`src/hdl/dkcs_pkg.sv`:
```
`timescale 1ns / 1ps
`default_nettype none
// ----------------------------------------------------------------------------
// dkcs_pkg
// Shared types and constants for the coefficient smoother.
// ----------------------------------------------------------------------------
package dkcs_pkg;
  localparam int unsigned DATA_W     = 32;
  localparam int unsigned CNT_W      = 7;
  localparam int unsigned NUM_LANES  = 3;
  localparam int unsigned CFG_IDX_W  = 3;
  localparam int unsigned MAX_POINTS = 64;

  localparam logic [CFG_IDX_W-1:0] REG_PROC_A   = 3'd0;
  localparam logic [CFG_IDX_W-1:0] REG_PROC_B   = 3'd1;
  localparam logic [CFG_IDX_W-1:0] REG_PROC_C   = 3'd2;
  localparam logic [CFG_IDX_W-1:0] REG_MVAR_A   = 3'd3;
  localparam logic [CFG_IDX_W-1:0] REG_MVAR_B   = 3'd4;
  localparam logic [CFG_IDX_W-1:0] REG_MVAR_C   = 3'd5;
  localparam logic [CFG_IDX_W-1:0] REG_MIN_INL  = 3'd6;
  localparam logic [CFG_IDX_W-1:0] REG_DEF_STEP = 3'd7;

  typedef enum logic [1:0] {
    ST_IDLE,
    ST_BUSY,
    ST_OUT
  } ctrl_state_t;

  typedef enum logic [3:0] {
    L_IDLE, L_PP, L_PPH, L_PPL, L_PRED, L_RM, L_RDIV, L_KSET, L_KDIV,
    L_CORR, L_VAR, L_DONE
  } lane_state_t;

  typedef struct packed {
    logic                    seeded;
    logic                    meas_valid;
    logic [DATA_W-1:0]       step;
    logic [CNT_W-1:0]        inl;
    logic [CNT_W-1:0]        min_inl;
  } lane_cmd_t;
endpackage
`default_nettype wire

```
`src/hdl/dkcs_lane.sv`:
```
`timescale 1ns / 1ps
`default_nettype none
// ----------------------------------------------------------------------------
// dkcs_lane
// One scalar Kalman channel: predict, scale R, divide for gain, update.
// Multi-cycle sequencer with a shared 32x32 multiplier and restoring divider.
// ----------------------------------------------------------------------------
module dkcs_lane (
  input  wire                       clk,
  input  wire                       rst_n,
  input  wire                       start,
  input  wire dkcs_pkg::lane_cmd_t  cmd,
  input  wire [31:0]                proc_noise,
  input  wire [31:0]                meas_var,
  input  wire signed [31:0]         meas,
  output logic                      done,
  output logic signed [31:0]        est,
  output logic [31:0]               var_o
);
  import dkcs_pkg::*;

  lane_state_t st_r, st_nxt;
  logic signed [31:0] est_r;
  logic [31:0] var_r;
  logic [63:0] pp_r, hi_r;
  logic [63:0] prod;
  logic [31:0] ma, mb;
  logic [31:0] q_r;
  logic [31:0] r_r;
  logic [5:0]  cnt_r;
  // divider: numerator shift reg, remainder, quotient
  logic [63:0] num_r;
  logic [32:0] rem_r;
  logic [32:0] den_r;
  logic [31:0] quo_r;
  logic [31:0] k_r;
  logic [31:0] mag_r;
  logic        neg_r;
  logic [33:0] rem_sh;
  logic [33:0] diff;
  logic [33:0] rem_nxt;
  logic [31:0] quo_nxt;
  logic [64:0] q65;
  logic [32:0] vsum;
  logic [32:0] dz;
  logic [6:0]  m_w;
  logic        scale_w;

  assign rem_sh  = {rem_r, num_r[63]};
  assign diff    = rem_sh - {1'b0, den_r};
  assign rem_nxt = diff[33] ? rem_sh : diff;
  assign quo_nxt = {quo_r[30:0], ~diff[33]};
  assign m_w     = (cmd.min_inl > 7'd1) ? cmd.min_inl : 7'd1;
  assign scale_w = (cmd.inl > m_w);

  always_comb begin
    case (st_r)
      L_PP:   begin ma = proc_noise;  mb = proc_noise;   end
      L_PPH:  begin ma = pp_r[63:32]; mb = cmd.step;     end
      L_PPL:  begin ma = pp_r[31:0];  mb = cmd.step;     end
      L_RM:   begin ma = meas_var;    mb = {25'd0, m_w}; end
      L_CORR: begin ma = k_r;         mb = mag_r;        end
      L_VAR:  begin ma = var_r;       mb = 32'h8000_0000 - k_r; end
      default: begin ma = var_r;      mb = var_r;        end
    endcase
  end
  assign prod = ma * mb;
  assign q65  = {1'b0, hi_r} + {33'd0, prod[63:32]};
  assign vsum = {1'b0, var_r} + {1'b0, q_r};
  assign dz   = {meas[31], meas} - {est_r[31], est_r};

  always_comb begin
    st_nxt = st_r;
    case (st_r)
      L_IDLE: if (start) begin
        st_nxt = cmd.seeded ? L_PP : L_DONE;
      end
      L_PP:   st_nxt = L_PPH;
      L_PPH:  st_nxt = L_PPL;
      L_PPL:  st_nxt = L_PRED;
      L_PRED: st_nxt = cmd.meas_valid ? L_RM : L_DONE;
      L_RM:   st_nxt = scale_w ? L_RDIV : L_KSET;
      L_RDIV: if (cnt_r == 6'd0) st_nxt = L_KSET;
      L_KSET: st_nxt = L_KDIV;
      L_KDIV: if (cnt_r == 6'd0) st_nxt = L_CORR;
      L_CORR: st_nxt = L_VAR;
      L_VAR:  st_nxt = L_DONE;
      L_DONE: st_nxt = L_IDLE;
      default: st_nxt = L_IDLE;
    endcase
  end

  assign done  = (st_r == L_DONE);
  assign est   = est_r;
  assign var_o = var_r;

  always_ff @(posedge clk) begin
    if (!rst_n) begin
      st_r  <= L_IDLE;
      est_r <= '0;
      var_r <= '0;
    end else begin
      st_r <= st_nxt;
      case (st_r)
        L_IDLE: if (start && !cmd.seeded && cmd.meas_valid) begin
          est_r <= meas;
          var_r <= meas_var;
        end
        L_PP:  pp_r <= prod;
        L_PPH: hi_r <= prod;
        // (hi + lo>>32) >> 16, saturate to 32 bits
        L_PPL: q_r <= (q65[64:48] != 17'd0) ? 32'hFFFF_FFFF : q65[47:16];
        L_PRED: var_r <= vsum[32] ? 32'hFFFF_FFFF : vsum[31:0];
        L_RM: begin
          r_r   <= meas_var;
          num_r <= prod;
          den_r <= {26'd0, cmd.inl};
          rem_r <= '0;
          quo_r <= '0;
          cnt_r <= 6'd63;
        end
        L_RDIV: begin
          num_r <= {num_r[62:0], 1'b0};
          rem_r <= rem_nxt[32:0];
          quo_r <= quo_nxt;
          cnt_r <= cnt_r - 6'd1;
          if (cnt_r == 6'd0) r_r <= quo_nxt;
        end
        L_KSET: begin
          num_r <= {1'b0, var_r, 31'd0};
          den_r <= {1'b0, var_r} + {1'b0, r_r};
          rem_r <= '0;
          quo_r <= '0;
          cnt_r <= 6'd63;
        end
        L_KDIV: begin
          num_r <= {num_r[62:0], 1'b0};
          rem_r <= rem_nxt[32:0];
          quo_r <= quo_nxt;
          cnt_r <= cnt_r - 6'd1;
          if (cnt_r == 6'd0) begin
            k_r   <= (den_r == 33'd0) ? 32'd0 : quo_nxt;
            neg_r <= dz[32];
            mag_r <= dz[32] ? 32'(33'd0 - dz) : dz[31:0];
          end
        end
        // correction never exceeds |z - x|, so 32 bits hold it
        L_CORR: est_r <= neg_r ? (est_r - prod[62:31]) : (est_r + prod[62:31]);
        L_VAR: var_r <= prod[62:31];
        default: ;
      endcase
    end
  end
endmodule
`default_nettype wire

```
`config.mk`:
```
export PLATFORM = sky130hd
export DESIGN_NAME = dkcs_lane
export DESIGN_NICKNAME = d
export VERILOG_FILES = /design/src/hdl/dkcs_pkg.sv /design/src/hdl/dkcs_lane.sv
export SDC_FILE = /design/constraint.sdc
export NUM_CORES = 2
export LEC_CHECK = 0
export ABC_AREA = 0
export BUFFER_PORTS_ARGS = -buffer_cell sky130_fd_sc_hd__buf_2
export CORE_ASPECT_RATIO = 1.5
export CORE_MARGIN = 4
export CORE_UTILIZATION = 50
export DETAILED_ROUTE_END_ITERATION = 12
export GPL_TIMING_DRIVEN = 1
export PLACE_DENSITY_LB_ADDON = 0.15
export REMOVE_ABC_BUFFERS = 1
export SLEW_MARGIN = 20
export SYNTH_ARGS = -nofsm -noshare
export SYNTH_HDL_FRONTEND = slang
export SYNTH_SLANG_ARGS = --single-unit
```
`constraint.sdc`:
```
create_clock -name clk -period 38.6 [get_ports clk]
set_clock_uncertainty 0.15 [all_clocks]
set_input_delay 5.79 -clock clk [delete_from_list [all_inputs] [get_ports clk]]
set_output_delay 5.79 -clock clk [all_outputs]
set_load 0.01 [all_outputs]
```
Word level (Yosys, flattened, before mapping)
Index checks and enable logic that the tools add are counted.
{"block": "word_totals", "ff_bits": 492, "latch_bits": 0, "mem_bits_rw": 0, "romBits": 0, "inputBits": 147, "out_inout_bits": 65, "word_cells": 96, "mem_count": 0}
{"block": "classes", "addsub": 10, "mul": 1, "n_div": 0, "magnitude_cmp": 2, "n_eq_ne": 15, "n_shift": 0, "n_mux": 25, "n_bitwise": 1, "n_reduce_logical": 27}
{"cell": "$pmux W32 S5", "count": 2}
{"cell": "$mux W32", "count": 6}
{"cell": "$pmux W64 S3", "count": 1}
{"cell": "$pmux W33 S2", "count": 2}
{"cell": "$pmux W32 S2", "count": 2}
{"cell": "$pmux W32 S3", "count": 1}
{"cell": "$add A32 B32 Y33", "count": 2}
{"cell": "$add A64 B32 Y65", "count": 1}
{"cell": "$mul A32 B32 Y64", "count": 1}
{"cell": "$pmux W31 S2", "count": 1}
{"cell": "$pmux W4 S11", "count": 1}
{"cell": "$sub A34 B33 Y34", "count": 1}
{"cell": "$logic_not A33 Y1", "count": 1}
{"cell": "$mux W33", "count": 1}
{"cell": "$sub A32 B32 Y33", "count": 1}
{"cell": "$add A32 B32 Y32", "count": 1}
{"cell": "$sub A1 B32 Y32 const A", "count": 1}
{"cell": "$sub A32 B32 Y32", "count": 1}
{"cell": "$sub A32 B32 Y32 const A", "count": 1}
{"cell": "$mux W4", "count": 5}
{"cell": "$reduce_bool A17 Y1", "count": 1}
{"cell": "$eq A4 B3 Y1 const B", "count": 4}
{"cell": "$eq A4 B4 Y1 const B", "count": 4}
{"cell": "$reduce_and A2 Y1", "count": 8}
{"cell": "18 further kinds", "count": 31}

Logic depth before layout (Yosys ltp)
{"block": "logic_depth", "word_depth": 7, "ltp_mapped": 57, "mapped_depth_nobuf": 54}

Worst setup path after synthesis
OpenSTA, ideal clock, no wires.
{"block": "synth_path", "path_type": "input-to-reg", "from": "input port proc_noise[6]", "to": "register q_r[18] (data pin)", "t_arrival_ns": 17.286, "slack_ns": 20.886, "cell_stages": 49, "path_buffers": 3, "cell_sequence": "mux2_2 > a22oi_1 > o21ai_0 > mux2i_1 > clkbuf_1 > nor2_1 > fa_1 > inv_1 > fa_1 > inv_1 > fa_1 > fa_1 > fa_1 > fa_1 > fa_1 > inv_1 > fa_1 > inv_1 > [... 13 more ...] > a21oi_1 > xnor2_1 > ha_1 > clkbuf_1 > a21oi_1 > or3_1 > a2111oi_0 > nand2_1 > a21oi_1 > nand4_1 > a211oi_1 > o211a_1 > o211ai_1 > a211oi_1 > nand3_1 > nor3_1 > clkbuf_1 > o211ai_1"}
{"block": "synth_via", "elab_chain_len": 4}
{"element": "start, declared", "line": "dkcs_lane.sv:13", "text": "input wire [31:0] proc_noise,"}
{"element": "$pmux W32 S5", "line": "dkcs_lane.sv:57", "text": "case (st_r)"}
{"element": "$mul A32 B32 Y64 (*)", "line": "dkcs_lane.sv:67", "text": "assign prod = ma * mb;"}
{"element": "net prod[63]", "line": "dkcs_lane.sv:26", "text": "logic [63:0] prod;"}
{"element": "$add A64 B32 Y65 (*)", "line": "dkcs_lane.sv:68", "text": "assign q65 = {1'b0, hi_r} + {33'd0, prod[63:32]};"}
{"element": "$reduce_bool A17 Y1", "line": "dkcs_lane.sv:112", "text": "L_PPL: q_r <= (q65[64:48] != 17'd0) ? 32'hFFFF_FFFF : q65[47:16];"}
{"element": "end signal, assigned", "line": "dkcs_lane.sv:112"}
{"element": "end, declared", "line": "dkcs_lane.sv:28", "text": "logic [31:0] q_r;"}
The timed path passes the listed nets; every way through them passes the cells marked *.
A chain may end at the register's enable or synchronous reset.

Final worst setup path
{"block": "layout_path", "from": "input port meas_var[16]", "to": "register q_r[9] (data pin)"}
{"block": "layout_via", "elab_chain_len": 4}
{"element": "start, declared", "line": "dkcs_lane.sv:14", "text": "input wire [31:0] meas_var,"}
{"element": "$pmux W32 S5 (*)", "line": "dkcs_lane.sv:57"}
{"element": "$mul A32 B32 Y64 (*)", "line": "dkcs_lane.sv:67"}
{"element": "net prod[38]", "line": "dkcs_lane.sv:26"}
{"element": "$add A64 B32 Y65 (*)", "line": "dkcs_lane.sv:68"}
{"element": "$reduce_bool A17 Y1", "line": "dkcs_lane.sv:112"}
Marks and branches as above.

==> results.yml <==
die:
  die_x_um: 302.4
  rows: 161
  die_h_um: 449.6
  ios: 212
  dieArea_mm2: 0.1360
  start_util: 0.5051
  core_mm2: 0.1287
synth:
  synth_cell_type_count: 90
  netlist_area_mm2: 0.06501
  synthTopCellsByCount: "inv_1, nand2_1, fa_1"
  synth_edf_count: 424
  yosysTopAreaCellShare: 0.2774
  synth_seq_cells: 492
  synthCells: 7212
  synth.avg_cell_area_um2: 9.014
  synth_top_area_cell: "fa_1"
  synth_flop_cell: "edfxtp_1"
  yosys_warnings: 0
  synth_async_sr_flop_share: 0
  ys_seq_area_frac: 0.2168
  synthTopCellsByArea: "fa_1, edfxtp_1, ha_1, inv_1, nand2_1"
  synth.most_common_cell: "inv_1"
drt:
  drt_pre_antenna_iters: 7
  vias: 56230
  first_iter_violations: 5609
  drc: 0
  detail-route-antenna-nets: 0
  wirelength_um: 259400
  wl_per_cell_um: 28.64
  routed_via_density: 6.209
critical_path:
  worst-path-buf-inv: 6
  cp.depth: 39
  path_max_fanout: 21
  reg2reg_from: "st_r[1]"
  timing.rr.end: "q_r[9]"
  cp-end-kind: "flip-flop"
  cp-start-kind: "input pin"
  cp.required_ns: 38.76
  startpoint: "meas_var[16]"
  rr_worst_depth: 45
  cp-endpoint: "q_r[9]"
  critPathTopFamily: "adder cells"
  cpPeakStageDelay_ns: 0.99
  reg2reg_setup_slack_ns: 21.11
  cp_slowest_cell: "a31oi_4"
  cpMostUsedCell: "fa_1"
  path_class: "input pin to flip-flop"
  crit_arrival_ns: 20.22
timing:
  drv_slew: 0
  setup_viol: 0
  setup_tns_ns: 0
  hold_viol_final: 0
  rsz0062_at_grt: "no"
  max_freq_ghz: 0.04985
  worst_slew_pin_slew_ns: 1.230
  slew_headroom: 0.1801
  fin_crit_sh: 0.5197
  min_period_ns: 20.06
final_layout:
  drive_gt1_frac: 0.08029
  n_fill_cell: 11720
  area_delta_synth_final_pct: 7.883
  num-nets-final: 8794
place:
  hpwl_um: 200300
  gp_congestion: 1.050
  io_buffers: 211
run_status:
  status: "complete, no violations"
cts:
  cts_buffer_depth: 3
  post_cts.repair.setup_buffers: 0
  cts_resized: 0
  hold_buffers: 0
  htree_levels: 2
  clkLatencyLatePin_ns: 0.60
  cts_root_buffer: "clkbuf_16"
  path_clk_slew_ns: 0.07
  numCtsBuffers: 46
  cts_tree: "done"
  clock-sinks: 492
worst_hold_path:
  hold_start: "num_r[4]"
  worstHoldPathType: "flip-flop to flip-flop"
job:
  maxCapViolCount: 0
global_routing:
  grt_usage: 0.3793
  antenna_found_initial: 21
  grt_pass1_vias: 57750
  grt-ovfl-total: 0
  grt_start_max_net_pins: 71
  grt_pass1_wl_um: 375900
==> state kept, by name, summed over array words and instances, names as in the netlist, 6 cells and up <==
name	flops
cnt_r	6
r_r	32
pp_r	64
hi_r	64
var_o	32
k_r	32
quo_r	31
mag_r	32
num_r	64
est	32
den_r	33
q_r	32
rem_r	33
==> per-layer routing <==
layer | GRT usage | wire length [um] | part of all wire
met5 | 0 | 47 | 0.00018
met1 | 0.4315 | 86760 | 0.33
met3 | 0.09495 | 27850 | 0.11
met2 | 0.6112 | 119200 | 0.46
met4 | 0.2908 | 25520 | 0.098
==> cells by family (layout without fill, tap and decap cells) <==
family          Yosys count  in the layout  share of synthesized area
flops                   492            492                     0.2168
buf+inv                1450           1561                    0.08416
mux                      64             64                    0.01022
compound gates         1206           1206                     0.1260
xor+xnor                297            297                    0.04099
other cells               0             22                          0
simple gates           2343           2343                     0.1562
fa+ha+maj              1360           1360                     0.3657
==> per-stage QoR <==
stage	hold slack, ns	instances	worst slack (ns)	area (um^2)	util
global route	0.3811	9037	18.32	70090	0.5445
global placement	0.3373	8948	17.95	68570	0.5327
CTS	0.3623	9031	18.76	70010	0.5439
floorplan	0.3336	6883	19.44	63750	-
detailed placement	0.3461	8949	18.25	68590	0.5329
finish	0.3626	9056	18.54	70140	0.5449
==> how the worst min path moves through the flow <==
stage                to  slack [ns]  depth (start not counted)
2_1_floorplan  num_r[1]        0.33                          2
3_3_place_gp   num_r[1]        0.34                          2
3_5_place_dp   num_r[2]        0.35                          2
4_1_cts        num_r[2]        0.36                          2
5_1_grt        num_r[3]        0.38                          2
6_report       num_r[5]        0.36                          2
==> tightest hold or removal path: cells and delay by family (launching register included) <==
family / cells / cell delay, ns
DFF: 1 / 0.32
and+or+nand+nor: 2 / 0.09
==> cells in the final DEF, fill, tap and decap left out, types with 114 or more instances in the layout <==
cell type	synthesis	layout
inv_1	1120	1120
nand2_1	979	979
fa_1	901	901
nor2_1	766	752
ha_1	457	457
edfxtp_1	424	424
o21ai_0	247	242
a21oi_1	231	229
buf_2	2	212
xnor2_1	198	196
buf_4	1	143
nand3_1	116	114
==> layout make-up <==
type | instances | area, um^2 | area share
multi-input combinational | 5270 | 46010 | 0.6561
sequential | 492 | 14090 | 0.2009
inverter | 1121 | 4208 | 0.05999
timing repair buffer | 358 | 2205 | 0.03143
tap | 1711 | 2141 | 0.03052
clock buffer | 62 | 1262 | 0.01800
clock inverter | 20 | 158.9 | 0.002266
antenna | 22 | 55.05 | 0.0007849
Power is not shown: default switching activity piles up to over one toggle a cycle in this logic, so the estimate is an artifact.
